**src/amc_pkg.sv**
```systemverilog
// Shared types, codes and fixed-point constants for the arm position mode controller.
// No dependencies; every other file imports this package.
`default_nettype none

package amc_pkg;

  localparam int POSITION_BITS  = 12;
  localparam int DUTY_BITS      = 16;
  localparam int MODE_BITS      = 3;
  localparam int STATUS_BITS    = 2;
  localparam int ROLLER_BITS    = 2;
  localparam int POWER_BITS     = 15;
  localparam int DOWN_BITS      = 16;
  localparam int TICK_BITS      = 15;
  localparam int CD_BITS        = 16;
  localparam int CFG_INDEX_BITS = 3;
  localparam int CFG_DATA_BITS  = (POSITION_BITS > DOWN_BITS) ? POSITION_BITS : DOWN_BITS;

  // Mode codes
  localparam logic [MODE_BITS-1:0] MODE_IDLE   = 3'd0;
  localparam logic [MODE_BITS-1:0] MODE_TOP    = 3'd1;
  localparam logic [MODE_BITS-1:0] MODE_BOTTOM = 3'd2;
  localparam logic [MODE_BITS-1:0] MODE_MIDDLE = 3'd3;
  localparam logic [MODE_BITS-1:0] MODE_UP     = 3'd4;
  localparam logic [MODE_BITS-1:0] MODE_DOWN   = 3'd5;

  // Status codes
  localparam logic [STATUS_BITS-1:0] ST_BUSY    = 2'd0;
  localparam logic [STATUS_BITS-1:0] ST_SUCCESS = 2'd1;
  localparam logic [STATUS_BITS-1:0] ST_TIMEOUT = 2'd2;
  localparam logic [STATUS_BITS-1:0] ST_ABORTED = 2'd3;

  // Roller command and roller power codes
  localparam logic [ROLLER_BITS-1:0] ROLLER_KEEP = 2'd0;
  localparam logic [ROLLER_BITS-1:0] ROLLER_SUCK = 2'd1;
  localparam logic [ROLLER_BITS-1:0] ROLLER_STOP = 2'd2;
  localparam logic [ROLLER_BITS-1:0] RPOW_KEEP    = 2'd0;
  localparam logic [ROLLER_BITS-1:0] RPOW_FULL    = 2'd1;
  localparam logic [ROLLER_BITS-1:0] RPOW_REDUCED = 2'd2;

  // Configuration register indexes
  localparam logic [CFG_INDEX_BITS-1:0] REG_LOW_LIMIT     = 3'd0;
  localparam logic [CFG_INDEX_BITS-1:0] REG_MIDDLE_TARGET = 3'd1;
  localparam logic [CFG_INDEX_BITS-1:0] REG_HIGH_LIMIT    = 3'd2;
  localparam logic [CFG_INDEX_BITS-1:0] REG_MIDDLE_BAND   = 3'd3;
  localparam logic [CFG_INDEX_BITS-1:0] REG_UP_POWER      = 3'd4;
  localparam logic [CFG_INDEX_BITS-1:0] REG_HOLD_POWER    = 3'd5;
  localparam logic [CFG_INDEX_BITS-1:0] REG_DOWN_POWER    = 3'd6;
  localparam logic [CFG_INDEX_BITS-1:0] REG_TIMEOUT_TICKS = 3'd7;

  // Fixed point. Every proportional term reduces to floor((x + 62) / 125):
  //   top    x = (high - pos) * 3*ONE/8
  //   bottom x = (pos - low)  * 3*ONE/16
  //   middle x = (|err| - band) * 5*ONE/4
  localparam longint DUTY_ONE   = longint'(1) << (DUTY_BITS - 1);
  localparam int     QX_BITS    = POSITION_BITS + DUTY_BITS;
  localparam int     QUO_BITS   = QX_BITS - 6;
  localparam int     DIV_SHIFT  = QX_BITS + 7;
  localparam int     WIDE_BITS  = QX_BITS + 2;

  localparam logic [QX_BITS:0]   DIV_RECIP  = (QX_BITS + 1)'(
      (longint'(1) << DIV_SHIFT) / 125 + 1);
  localparam logic [QX_BITS-1:0] TOP_SCALE  = QX_BITS'(3 * DUTY_ONE / 8);
  localparam logic [QX_BITS-1:0] BOT_SCALE  = QX_BITS'(3 * DUTY_ONE / 16);
  localparam logic [QX_BITS-1:0] MID_SCALE  = QX_BITS'(5 * DUTY_ONE / 4);
  localparam logic [QX_BITS-1:0] ROUND_BIAS = QX_BITS'(62);

  localparam logic signed [WIDE_BITS-1:0] DUTY_MAX_W = WIDE_BITS'(DUTY_ONE - 1);
  localparam logic signed [WIDE_BITS-1:0] DUTY_MIN_W = WIDE_BITS'(-DUTY_ONE);
  localparam logic signed [WIDE_BITS-1:0] FLOOR15_W  = WIDE_BITS'((15 * DUTY_ONE + 50) / 100);
  localparam logic signed [WIDE_BITS-1:0] LIM35_W    = WIDE_BITS'((35 * DUTY_ONE + 50) / 100);

  localparam logic signed [CD_BITS-1:0] CD_MIN     = {1'b1, {(CD_BITS-1){1'b0}}};
  localparam logic signed [CD_BITS-1:0] CD_SUCCESS = CD_BITS'(100);

  typedef struct packed {
    logic [POSITION_BITS-1:0] low_limit;
    logic [POSITION_BITS-1:0] middle_target;
    logic [POSITION_BITS-1:0] high_limit;
    logic [POSITION_BITS-1:0] middle_deadband;
    logic [POWER_BITS-1:0]    up_power;
    logic [POWER_BITS-1:0]    hold_power;
    logic signed [DOWN_BITS-1:0] down_power;
    logic [TICK_BITS-1:0]     timeout_ticks;
  } cfg_t;

  typedef struct packed {
    logic [MODE_BITS-1:0]      previous_mode;
    logic signed [CD_BITS-1:0] countdown;
    logic                      pulse_parity;
  } state_t;

  typedef struct packed {
    logic signed [DUTY_BITS-1:0] duty;
    logic [STATUS_BITS-1:0]      status;
    logic [MODE_BITS-1:0]        next_mode;
    logic [ROLLER_BITS-1:0]      roller_cmd;
    logic [ROLLER_BITS-1:0]      roller_power;
  } result_t;

endpackage

`default_nettype wire

```
**src/arm_position_mode_controller.sv**
```systemverilog
// Top level of the arm position mode controller: input register, datapath, result register.
// Depends on amc_pkg, amc_regs, amc_datapath (and amc_div125 below it).
`default_nettype none

// Channel   Handshake            Payload
// -------   ------------------   ---------------------------------------------
// in        in_valid/in_ready    position, mode, abort
// out       out_valid/out_ready  duty, status, next_mode, roller_cmd, roller_power
// cfg       cfg_we (no stall)    cfg_index, cfg_data
//
// An input transaction goes through the input register, then the datapath, into the
// result register. Throughput is one transaction per cycle while out_ready does not
// stall the result register; the single divide-by-125 multiplier sets
// the critical path. Controller state updates as a result enters the result register.
// A stalled result holds the result register; the input register still takes one
// more transaction, and in_ready then drops until out_ready frees the stage.
// Synchronous reset clears valids and controller state and loads register defaults.

module arm_position_mode_controller import amc_pkg::*; (
  input  logic                        clk,
  input  logic                        rst,
  input  logic                        in_valid,
  output logic                        in_ready,
  input  logic [POSITION_BITS-1:0]    position,
  input  logic [MODE_BITS-1:0]        mode,
  input  logic                        abort,
  output logic                        out_valid,
  input  logic                        out_ready,
  output logic signed [DUTY_BITS-1:0] duty,
  output logic [STATUS_BITS-1:0]      status,
  output logic [MODE_BITS-1:0]        next_mode,
  output logic [ROLLER_BITS-1:0]      roller_cmd,
  output logic [ROLLER_BITS-1:0]      roller_power,
  input  logic                        cfg_we,
  input  logic [CFG_INDEX_BITS-1:0]   cfg_index,
  input  logic [CFG_DATA_BITS-1:0]    cfg_data
);

  cfg_t    cfg;
  state_t  state;
  state_t  state_next;
  result_t result;
  result_t out_item;

  // Input register
  logic                     s1_valid;
  logic [POSITION_BITS-1:0] s1_position;
  logic [MODE_BITS-1:0]     s1_mode;
  logic                     s1_abort;

  logic advance;

  // Move the held transaction into the result register when it is free or draining.
  assign advance  = s1_valid && (!out_valid || out_ready);
  assign in_ready = !s1_valid || advance;

  amc_regs u_regs (
    .clk       (clk),
    .rst       (rst),
    .cfg_we    (cfg_we),
    .cfg_index (cfg_index),
    .cfg_data  (cfg_data),
    .cfg       (cfg)
  );

  amc_datapath u_datapath (
    .position   (s1_position),
    .mode       (s1_mode),
    .abort      (s1_abort),
    .cfg        (cfg),
    .state      (state),
    .result     (result),
    .state_next (state_next)
  );

  // Control: valids and controller state
  always_ff @(posedge clk) begin
    if (rst) begin
      s1_valid            <= 1'b0;
      out_valid           <= 1'b0;
      state.previous_mode <= MODE_IDLE;
      state.countdown     <= '0;
      state.pulse_parity  <= 1'b0;
    end else begin
      if (in_ready) begin
        s1_valid <= in_valid;
      end
      if (advance) begin
        out_valid <= 1'b1;
        state     <= state_next;
      end else if (out_ready) begin
        out_valid <= 1'b0;
      end
    end
  end

  // Payload registers
  always_ff @(posedge clk) begin
    if (in_valid && in_ready) begin
      s1_position <= position;
      s1_mode     <= mode;
      s1_abort    <= abort;
    end
    if (advance) begin
      out_item <= result;
    end
  end

  assign duty         = out_item.duty;
  assign status       = out_item.status;
  assign next_mode    = out_item.next_mode;
  assign roller_cmd   = out_item.roller_cmd;
  assign roller_power = out_item.roller_power;

endmodule

`default_nettype wire

```
**src/amc_regs.sv**
```systemverilog
// Configuration register file for the arm position mode controller.
// Depends on amc_pkg.
`default_nettype none

module amc_regs import amc_pkg::*; (
  input  logic                      clk,
  input  logic                      rst,
  input  logic                      cfg_we,
  input  logic [CFG_INDEX_BITS-1:0] cfg_index,
  input  logic [CFG_DATA_BITS-1:0]  cfg_data,
  output cfg_t                      cfg
);

  always_ff @(posedge clk) begin
    if (rst) begin
      cfg.low_limit       <= POSITION_BITS'(280);
      cfg.middle_target   <= POSITION_BITS'(621);
      cfg.high_limit      <= POSITION_BITS'(530);
      cfg.middle_deadband <= POSITION_BITS'(10);
      cfg.up_power        <= POWER_BITS'(9830);
      cfg.hold_power      <= POWER_BITS'(3277);
      cfg.down_power      <= -DOWN_BITS'(4915);
      cfg.timeout_ticks   <= TICK_BITS'(75);
    end else if (cfg_we) begin
      unique case (cfg_index)
        REG_LOW_LIMIT:     cfg.low_limit       <= cfg_data[POSITION_BITS-1:0];
        REG_MIDDLE_TARGET: cfg.middle_target   <= cfg_data[POSITION_BITS-1:0];
        REG_HIGH_LIMIT:    cfg.high_limit      <= cfg_data[POSITION_BITS-1:0];
        REG_MIDDLE_BAND:   cfg.middle_deadband <= cfg_data[POSITION_BITS-1:0];
        REG_UP_POWER:      cfg.up_power        <= cfg_data[POWER_BITS-1:0];
        REG_HOLD_POWER:    cfg.hold_power      <= cfg_data[POWER_BITS-1:0];
        REG_DOWN_POWER:    cfg.down_power      <= signed'(cfg_data[DOWN_BITS-1:0]);
        REG_TIMEOUT_TICKS: cfg.timeout_ticks   <= cfg_data[TICK_BITS-1:0];
        default: ;
      endcase
    end
  end

endmodule

`default_nettype wire

```
**src/amc_div125.sv**
```systemverilog
// Constant divider: floor(dividend / 125) by reciprocal multiplication.
// Depends on amc_pkg (DIV_RECIP, DIV_SHIFT, operand widths).
`default_nettype none

module amc_div125 import amc_pkg::*; (
  input  logic [QX_BITS-1:0]  dividend,
  output logic [QUO_BITS-1:0] quotient
);

  // Recip error times the largest dividend stays below 2^DIV_SHIFT, so the
  // truncated product is exact.
  logic [2*QX_BITS:0] product;

  assign product  = (2*QX_BITS+1)'(dividend) * (2*QX_BITS+1)'(DIV_RECIP);
  assign quotient = product[DIV_SHIFT +: QUO_BITS];

endmodule

`default_nettype wire

```
**src/amc_datapath.sv**
```systemverilog
// One control tick: mode decode, countdown, proportional terms and duty saturation.
// Depends on amc_pkg and amc_div125.
`default_nettype none

module amc_datapath import amc_pkg::*; (
  input  logic [POSITION_BITS-1:0] position,
  input  logic [MODE_BITS-1:0]     mode,
  input  logic                     abort,
  input  cfg_t                     cfg,
  input  state_t                   state,
  output result_t                  result,
  output state_t                   state_next
);

  logic [POSITION_BITS-1:0]     top_diff;
  logic [POSITION_BITS-1:0]     bot_diff;
  logic signed [WIDE_BITS-1:0]  mid_err;
  logic signed [WIDE_BITS-1:0]  band_w;
  logic signed [WIDE_BITS-1:0]  mid_mag_w;
  logic [POSITION_BITS-1:0]     mid_mag;
  logic                         mid_neg;
  logic                         mid_in_band;
  logic [QX_BITS-1:0]           div_x;
  logic [QUO_BITS-1:0]          div_q;
  logic signed [WIDE_BITS-1:0]  q_w;
  logic signed [WIDE_BITS-1:0]  cap_w;
  logic signed [WIDE_BITS-1:0]  hold_w;
  logic signed [WIDE_BITS-1:0]  up_w;
  logic signed [WIDE_BITS-1:0]  dp_w;
  logic signed [CD_BITS-1:0]    cd_load;
  logic signed [CD_BITS-1:0]    cd_dec;
  logic signed [WIDE_BITS-1:0]  duty_raw;
  logic signed [DUTY_BITS-1:0]  duty_sat;
  logic [STATUS_BITS-1:0]       status;
  logic [MODE_BITS-1:0]         next_mode;
  logic [ROLLER_BITS-1:0]       rcmd;
  logic [ROLLER_BITS-1:0]       rpow;
  logic signed [CD_BITS-1:0]    cd_next;
  logic                         parity_next;

  // Errors; only used on the side of the limit where they are positive.
  assign top_diff = cfg.high_limit - position;
  assign bot_diff = position - cfg.low_limit;

  assign mid_err = signed'(WIDE_BITS'(cfg.middle_target)) - signed'(WIDE_BITS'(position));
  assign band_w  = signed'(WIDE_BITS'(cfg.middle_deadband));

  always_comb begin
    mid_mag_w   = '0;
    mid_neg     = 1'b0;
    mid_in_band = 1'b0;
    if (mid_err > band_w) begin
      mid_mag_w = mid_err - band_w;
    end else if (mid_err < -band_w) begin
      mid_mag_w = -(mid_err + band_w);
      mid_neg   = 1'b1;
    end else begin
      mid_in_band = 1'b1;
    end
  end

  assign mid_mag = mid_mag_w[POSITION_BITS-1:0];

  // One shared divide-by-125; the modes are exclusive.
  always_comb begin
    case (mode)
      MODE_TOP:    div_x = QX_BITS'(top_diff) * TOP_SCALE + ROUND_BIAS;
      MODE_BOTTOM: div_x = QX_BITS'(bot_diff) * BOT_SCALE + ROUND_BIAS;
      default:     div_x = QX_BITS'(mid_mag) * MID_SCALE + ROUND_BIAS;
    endcase
  end

  amc_div125 u_div (
    .dividend (div_x),
    .quotient (div_q)
  );

  assign q_w    = signed'(WIDE_BITS'(div_q));
  assign cap_w  = signed'(WIDE_BITS'(((POWER_BITS+2)'(cfg.up_power) * (POWER_BITS+2)'(3)) >> 1));
  assign hold_w = signed'(WIDE_BITS'(cfg.hold_power));
  assign up_w   = signed'(WIDE_BITS'(cfg.up_power));
  assign dp_w   = WIDE_BITS'(cfg.down_power);

  // Countdown reloads on a mode change, then decrements with a floor in top and bottom modes.
  assign cd_load = (mode != state.previous_mode) ? signed'(CD_BITS'(cfg.timeout_ticks))
                                                 : state.countdown;
  assign cd_dec  = (cd_load != CD_MIN) ? cd_load - CD_BITS'(1) : cd_load;

  always_comb begin
    duty_raw    = '0;
    status      = ST_BUSY;
    next_mode   = mode;
    rcmd        = ROLLER_KEEP;
    rpow        = RPOW_KEEP;
    cd_next     = cd_load;
    parity_next = state.pulse_parity;
    case (mode) inside
      MODE_TOP, MODE_BOTTOM: begin
        rpow    = RPOW_FULL;
        cd_next = cd_dec;
        if (cd_dec[CD_BITS-1]) begin
          status = ST_TIMEOUT;
        end else if (mode == MODE_TOP && position >= cfg.high_limit) begin
          status   = ST_SUCCESS;
          duty_raw = hold_w;
          cd_next  = CD_SUCCESS;
        end else if (mode == MODE_BOTTOM && position <= cfg.low_limit) begin
          status  = ST_SUCCESS;
          cd_next = CD_SUCCESS;
        end else if (mode == MODE_TOP) begin
          duty_raw = (q_w < cap_w) ? q_w : cap_w;
          if (duty_raw < FLOOR15_W) begin
            duty_raw = FLOOR15_W;
          end
          rpow        = RPOW_REDUCED;
          parity_next = ~state.pulse_parity;
          rcmd        = parity_next ? ROLLER_STOP : ROLLER_SUCK;
        end else begin
          duty_raw = (-q_w > dp_w) ? -q_w : dp_w;
        end
      end
      MODE_MIDDLE: begin
        status   = mid_in_band ? ST_SUCCESS : ST_BUSY;
        duty_raw = mid_neg ? -q_w : q_w;
        if (duty_raw > LIM35_W) begin
          duty_raw = LIM35_W;
        end
        if (duty_raw < -LIM35_W) begin
          duty_raw = -LIM35_W;
        end
      end
      MODE_UP: begin
        duty_raw  = (position < cfg.high_limit) ? up_w : '0;
        next_mode = MODE_IDLE;
      end
      MODE_DOWN: begin
        duty_raw  = (position > cfg.low_limit) ? dp_w : '0;
        next_mode = MODE_IDLE;
      end
      MODE_IDLE: status = ST_SUCCESS;
      default: ;
    endcase
  end

  always_comb begin
    if (duty_raw > DUTY_MAX_W) begin
      duty_sat = DUTY_MAX_W[DUTY_BITS-1:0];
    end else if (duty_raw < DUTY_MIN_W) begin
      duty_sat = DUTY_MIN_W[DUTY_BITS-1:0];
    end else begin
      duty_sat = duty_raw[DUTY_BITS-1:0];
    end
  end

  // Abort leaves all state untouched.
  always_comb begin
    if (abort) begin
      result.duty         = '0;
      result.status       = ST_ABORTED;
      result.next_mode    = MODE_IDLE;
      result.roller_cmd   = ROLLER_KEEP;
      result.roller_power = RPOW_KEEP;
      state_next          = state;
    end else begin
      result.duty               = duty_sat;
      result.status             = status;
      result.next_mode          = next_mode;
      result.roller_cmd         = rcmd;
      result.roller_power       = rpow;
      state_next.previous_mode  = next_mode;
      state_next.countdown      = cd_next;
      state_next.pulse_parity   = parity_next;
    end
  end

endmodule

`default_nettype wire
```
**config.mk**
```make
export PLATFORM = sky130hd
export DESIGN_NAME = arm_position_mode_controller
export DESIGN_NICKNAME = d
export VERILOG_FILES = /design/src/amc_pkg.sv /design/src/arm_position_mode_controller.sv /design/src/amc_regs.sv /design/src/amc_div125.sv /design/src/amc_datapath.sv
export SDC_FILE = /design/constraint.sdc
export NUM_CORES = 1
export LEC_CHECK = 0
export BUFFER_PORTS_ARGS = -buffer_cell sky130_fd_sc_hd__buf_2
export CAP_MARGIN = 10
export CORE_AREA = 2 2 218 220
export DETAILED_ROUTE_END_ITERATION = 10
export DIE_AREA = 0 0 220 222
export PLACE_DENSITY = 0.85
export SYNTH_ARGS = -nofsm -noshare
export SYNTH_HDL_FRONTEND = slang
export SYNTH_SLANG_ARGS = --single-unit
```
**constraint.sdc**
```tcl
create_clock -name clk -period 15.8 [get_ports clk]
set_clock_uncertainty 0.2 [all_clocks]
set_input_delay 2.37 -clock clk [delete_from_list [all_inputs] [get_ports clk]]
set_output_delay 2.37 -clock clk [all_outputs]
set_load 0.02 [all_outputs]
```
; Yosys cells after proc, flatten, opt, wreduce, memory -nomap -nowiden
; Cells that the tools add are included.
[totals]
ff_bits = 172
in_bits = 40
out_inout_bits = 27
elab_cells = 153
[classes]
add_sub_neg = 12
multipliers = 5
order_cmp = 13
n_eq_ne = 14
muxes = 53
bitwise_logic = 7
n_reduce_logical = 26
[ops]
columns = operator, n
row1 = 2-to-1 mux 30 bit, 16
row2 = 2-to-1 mux 16 bit, 6
row3 = "multiplier 28 x 29 -> 57 bit, second input constant", 1
row4 = one-hot mux 28 bit (2 select lines), 1
row5 = 2-to-1 mux 15 bit, 3
row6 = subtractor 12 bit, 3
row7 = "greater-than comparator 30 x 15 -> 1 bit, second input constant", 1
row8 = greater-than comparator 30 x 16 -> 1 bit, 1
row9 = "greater-than comparator 30 x 16 -> 1 bit, second input constant", 1
row10 = < comparator 13 x 30 -> 1 bit, 1
row11 = "< comparator 30 x 14 -> 1 bit, second input constant", 1
row12 = "< comparator 30 x 15 -> 1 bit, second input constant", 1
row13 = "< comparator 30 x 16 -> 1 bit, second input constant", 1
row14 = negator 12 -> 30 bit, 1
row15 = negator 22 -> 30 bit, 1
row16 = "adder 28 x 6 -> 28 bit, second input constant", 1
row17 = "multiplier 12 x 2 -> 14 bit, second input constant", 2
row18 = "adder 26 x 6 -> 27 bit, second input constant", 1
row19 = "adder 25 x 6 -> 26 bit, second input constant", 1
row20 = 2-to-1 mux 12 bit, 2
row21 = < comparator 22 x 16 -> 1 bit, 1
row22 = 2-to-1 mux 22 bit, 1
row23 = "== test 3 bit, second input constant", 6
row24 = AND reduction 2 bit, 9
row25 = 28 further kinds, 67

; Depth between registers and ports, before layout
[logic_depth]
ltp_word = 22
depth_mapped = 81
depth_no_buf = 77

; By module
; Synthesis repeated with hierarchy kept, for this count alone.
[hier_totals]
hier_cells = 3359
hier_area_um2 = 29201.8
[modules_own_cells]
columns = module, n_inst, cells_per_inst, area_each_um2, seq_area_each_um2
row1 = amc_div125, 1, 1291, 12254.3, 0.0
row2 = amc_datapath, 1, 1530, 10431.3, 0.0
row3 = amc_regs, 1, 400, 4280.4, 2182.1
row4 = arm_position_mode_controller, 1, 138, 2235.9, 1671.6

; Worst setup path after synthesis
; No wires, ideal clock.
[synth_timing]
path_type = register -> register
from = reg s1_position[0]
to = reg out_item (netlist bit duty[10]), data pin
setup_time_ps = 274
arrival_ps = 15953
required_ps = 15326
slack_ps = -627
stages_incl_launch_ff = 71
n_path_buf = 2
period_less_slack_ps = 16427
cell_sequence = edfxtp_1 > ha_1 > fa_1 > nand2b_1 > a21oi_1 > o211ai_1 > a21oi_1 > inv_1 > ha_1 > or4b_2 > mux2i_1 > nand2_1 > o21bai_1 > nor2_1 > a21oi_1 > inv_1 > ha_1 > ha_1 > (+35 left out) > o31a_1 > nor2_1 > ha_1 > a21o_1 > a21o_1 > a21oi_1 > o211ai_1 > o211ai_1 > nor3b_1 > a21oi_1 > o211ai_1 > a21boi_0 > o31ai_1 > o21ba_2 > o211ai_1 > o21bai_1 > clkbuf_1 > a31oi_1
[synth_via]
elab_chain_cells = 22
word_cells_on_any_way = 54
classes_between = add/sub: 10 / mul: 4 / order compare: 13 / mux: 25 / reduce/logical: 2
[synth_rtl]
columns = item, line
row1 = start: declaration, arm_position_mode_controller.sv:47  ; logic [POSITION_BITS-1:0] s1_position;
row2 = start signal: assignment, arm_position_mode_controller.sv:100  ; s1_position <= position;
row3 = subtractor 12 x 12 -> 13 bit, amc_datapath.sv:45  ; assign mid_err = signed'(WIDE_BITS'(cfg.middle_target)) - signed'(WIDE_BITS'(position));
row4 = adder 12 bit, amc_datapath.sv:55  ; mid_mag_w = -(mid_err + band_w);
row5 = negator 12 bit, amc_datapath.sv:55
row6 = 2-to-1 mux 12 bit, amc_datapath.sv:54  ; end else if (mid_err < -band_w) begin
row7 = 2-to-1 mux 12 bit, amc_datapath.sv:52  ; if (mid_err > band_w) begin
row8 = multiplier 12 x 3 -> 15 bit, amc_datapath.sv:69  ; default: div_x = QX_BITS'(mid_mag) * MID_SCALE + ROUND_BIAS;
row9 = adder 28 x 6 -> 28 bit, amc_datapath.sv:69
row10 = one-hot mux 28 bit (2 select lines), amc_datapath.sv:66  ; case (mode)
row11 = (+5 left out), --
row12 = 2-to-1 mux 30 bit (2 in series), amc_datapath.sv:97  ; case (mode) inside
row13 = < comparator 30 x 15 -> 1 bit, amc_datapath.sv:128  ; if (duty_raw < -LIM35_W) begin
row14 = 2-to-1 mux 30 bit, amc_datapath.sv:128
row15 = 2-to-1 mux 30 bit, amc_datapath.sv:97
row16 = 2-to-1 mux 30 bit *, amc_datapath.sv:97
row17 = < comparator 30 x 16 -> 1 bit, amc_datapath.sv:148  ; end else if (duty_raw < DUTY_MIN_W) begin
row18 = 2-to-1 mux 16 bit, amc_datapath.sv:148
row19 = 2-to-1 mux 15 bit *, amc_datapath.sv:146  ; if (duty_raw > DUTY_MAX_W) begin
row20 = end signal: assignment, arm_position_mode_controller.sv:105  ; out_item <= result;
row21 = end: declaration, arm_position_mode_controller.sv:43  ; result_t out_item;
; Mark *: on every way between the ends. The rest lies on a longest branch, timed or not. The select of a mux whose other input is x is not followed.
; A chain may end at the register's enable or synchronous reset.

; Final worst setup path
[layout_timing]
from = reg s1_position[4]
to = reg out_item (netlist bit duty[7]), data pin
; Same word-level chain as after synthesis.

==> results.sh <==
export IMPL_setup_worst_path_start="s1_position[4]$_DFFE_PP_"
export IMPL_setup_ws_ps=-175
export IMPL_grt_first_pass_wirelength_um=122000
export IMPL_die_area_um2=48800
export IMPL_grt_usage_pct=31.5
export IMPL_antenna_cells=0
export IMPL_cp_slowest_cell="or4b_4"
export IMPL_h_tree_depth=4
export IMPL_start_kind="flop"
export IMPL_cts_tree="done"
export IMPL_wl_per_cell_um=21.4
export IMPL_start_util_pct=54.7
export IMPL_whs_ps=263
export IMPL_holdCritPathClass="reg2reg"
export IMPL_synth_area_leaders="ha_1, fa_1, dfxtp_1"
export IMPL_seq_area_frac_synth_pct=15.2
export IMPL_setup_viol=14
export IMPL_pre_cts_slack_ps=-228
export IMPL_io_pins=67
export IMPL_synth_seq_cells=172
export IMPL_r2r_setup_slack_ps=-180
export IMPL_die_y_um=222
export IMPL_finalCriticalPeriod_ps=15980
export IMPL_synth_warnings=0
export IMPL_hold_start="u_regs.cfg[102]$_SDFFE_PP0P_"
export IMPL_slowest_delay_ps=590
export IMPL_vias=25145
export IMPL_worst_pin_slew_ps=1180
export IMPL_grt_max_degree=102
export IMPL_synth_nets=3752
export IMPL_syn_inst=3147
export IMPL_antenna_found_initial=3
export IMPL_netlist_area_um2=25300
export IMPL_synth_top_area_cell="ha_1"
export IMPL_cts_sinks=172
export IMPL_drt_total_wl_um=85200
export IMPL_core_area_um2=46300
export IMPL_min_delay_path_depth=2
export IMPL_via_per_inst=6.31
export IMPL_clock_fmax_mhz=62.6
export IMPL_final_antenna_net_count=0
export IMPL_reg2reg_from="s1_position[4]$_DFFE_PP_"
export IMPL_hold_viol_final=0
export IMPL_dp_hpwl_um=63800
export IMPL_worstRegToRegCells=71
export IMPL_portBuffers=66
export IMPL_rsz0062_at_grt="true"
export IMPL_first_global_vias=23151
export IMPL_rows=79
export IMPL_endpoint="duty[7]$_SDFFCE_PP0P_"
export IMPL_synth_async_sr_flop_share_pct=0
export IMPL_ys_flop_type="dfxtp_1"
export IMPL_drv_slew=0
export IMPL_clkTransAtPathRegs_ps=80
export IMPL_ctsHoldBuffers=0
export IMPL_ys_types=104
export IMPL_clk_path_buf_depth=2
export IMPL_numCtsBuffers=17
export IMPL_violations="negative setup slack"
export IMPL_crit_type="reg2reg"
export IMPL_synth_area_per_cell_um2=8.04
export IMPL_arrival_ps=15960
export IMPL_syn2layout_area_growth_pct=17.9
export IMPL_critical_path_required_ps=15790
export IMPL_status="complete, but fails checks"
export IMPL_critPathMaxFanout=7
export IMPL_num_fill_cells=3567
export IMPL_rr_endpoint="duty[7]$_SDFFCE_PP0P_"
export IMPL_timing_final_crit_share_pct=101
export IMPL_drive_gt1_share_pct=18.3
export IMPL_relSlewSlack_pct=21.1
export IMPL_synth_top_area_share_pct=20.5
export IMPL_maxCapViolations=0
export IMPL_drt_pass1_iterations=7
export IMPL_insertion_delay_ps=450
export IMPL_synth_edff_count=41
export IMPL_drc_errors=0
export IMPL_die_width_um=220
export IMPL_cts_root_buf="clkbuf_16"
export IMPL_grt_remaining_overflow=0
export IMPL_drtIter0Drc=3252
export IMPL_nets=3970
export IMPL_place_congestion=1.05
export IMPL_end_kind="flop"
## layout make-up
type | count | area [um2] | share of cell area, %
Inverter | 416 | 1560 | 5.23
Tap cell | 607 | 759 | 2.55
Timing Repair Buffer | 310 | 2230 | 7.49
Clock inverter | 13 | 140 | 0.470
Clock buffer | 19 | 475 | 1.59
Sequential cell | 172 | 3850 | 12.9
Multi-Input combinational cell | 2448 | 20800 | 69.7
## worst min path at each step
| stage | endpoint | slack, ps |
|---|---|---|
| 6_report | u_regs.cfg[102]$_SDFFE_PP0P_ | 260 |
| 5_1_grt | u_regs.cfg[35]$_SDFFE_PP0P_ | 280 |
| 4_1_cts | u_regs.cfg[102]$_SDFFE_PP0P_ | 260 |
| 3_5_place_dp | u_regs.cfg[103]$_SDFFE_PP0P_ | 250 |
| 3_3_place_gp | u_regs.cfg[104]$_SDFFE_PP0P_ | 240 |
| 2_1_floorplan | u_regs.cfg[44]$_SDFFE_PP0P_ | 230 |
## cell families after synthesis
group | Yosys count | share of synthesized area [%]
muxes | 35 | 1.42
AOI/OAI and AO/OA | 765 | 19.9
DFF | 172 | 15.2
xor gates and xnor gates | 145 | 5.11
and+or+nand+nor | 936 | 17.8
buffers and inverters | 528 | 8.11
adders and majority gates | 566 | 32.5
## Yosys cell counts, drive strengths merged, types with 7 or more instances
library cell	count
nor4	17
and4	11
a221o	12
xor2	45
nand3	61
o21a	26
mux2i	28
buf	21
o211ai	26
a21o	46
or2	14
a221oi	16
and2	17
dfxtp	131
mux2	7
or3	15
a21boi	12
a41oi	9
nor3b	10
or4	7
a211o	25
and3	21
nand4	46
nand2b	23
a31oi	33
nand2	356
fa	151
o22ai	17
edfxtp	41
a22oi	16
a211oi	26
nand3b	27
inv	415
ha	414
a311oi	9
o21bai	33
nor2	208
o21ai	122
nor3	60
o31ai	9
nor2b	26
a21oi	263
clkbuf	91
xnor2	100
## stage by stage
stage,instances,instance area (um2),setup TNS (ps),utilization [%]
after global routing,3985,29800,-8150,64.5
after CTS,3928,28100,0,60.8
after detailed placement,3884,27300,-3020,59.0
after floorplan,3147,25300,0,-
final,3985,29800,-1780,64.5
after global placement,3884,27300,0,59.0
## cells in the final DEF, fill, tap and decap left out, drive strengths merged, types with 16 or more instances in the layout
cell type / count
fa: 151
xnor2: 100
o21ai: 122
nand2: 356
and3: 21
o22ai: 17
nand3: 61
dfxtp: 131
nand2b: 23
and2: 17
nor2b: 26
clkbuf: 19
a211oi: 26
a21o: 46
ha: 414
nand3b: 27
o21a: 26
mux2i: 28
buf: 310
xor2: 45
o21bai: 33
nor2: 208
inv: 423
nor3: 60
a31oi: 33
a211o: 26
a221oi: 16
a21oi: 263
a22oi: 16
nor4: 17
nand4: 46
o211ai: 26
edfxtp: 41
## worst max-delay path, delay by kind of cell, from the launching register on
| kind | cells | cell delay [ps] |
|---|---|---|
| adders and majority gates | 13 | 4820 |
| AOI/OAI and AO/OA | 28 | 4970 |
| and+or+nand+nor | 16 | 3470 |
| xor gates and xnor gates | 3 | 460 |
| buffers and inverters | 11 | 1360 |
| DFF | 1 | 390 |
## state kept, by name (all words and copies together) (netlist names)
| register | count |
|---|---|
| s1_position | 12 |
| state | 20 |
| u_regs.cfg | 109 |
| status | 2 |
| roller_cmd | 2 |
| s1_mode | 3 |
| s1_abort | 1 |
| next_mode | 3 |
| s1_valid | 1 |
| out_valid | 1 |
| roller_power | 2 |
| duty | 16 |
## per-layer routing
layer / vias to the layer above / wire length (um) / GRT usage (%)
met5: - / 27 / 0
li1: 11432 / - / -
met3: 376 / 9170 / 6.45
met4: 4 / 4830 / 13.2
met2: 1647 / 38400 / 50.6
met1: 11686 / 32800 / 41.0
## what timing repair did
action / CTS / global route
resized for setup: 33 / 249
pin swaps: 14 / 159
setup buffers: 11 / 58
cloned: 1 / 1
setup endpoints to repair: 15 / 16
Power is left out: the tool's default activity adds up to more than one toggle a clock period on the data nets, which glitch-free logic cannot reach.
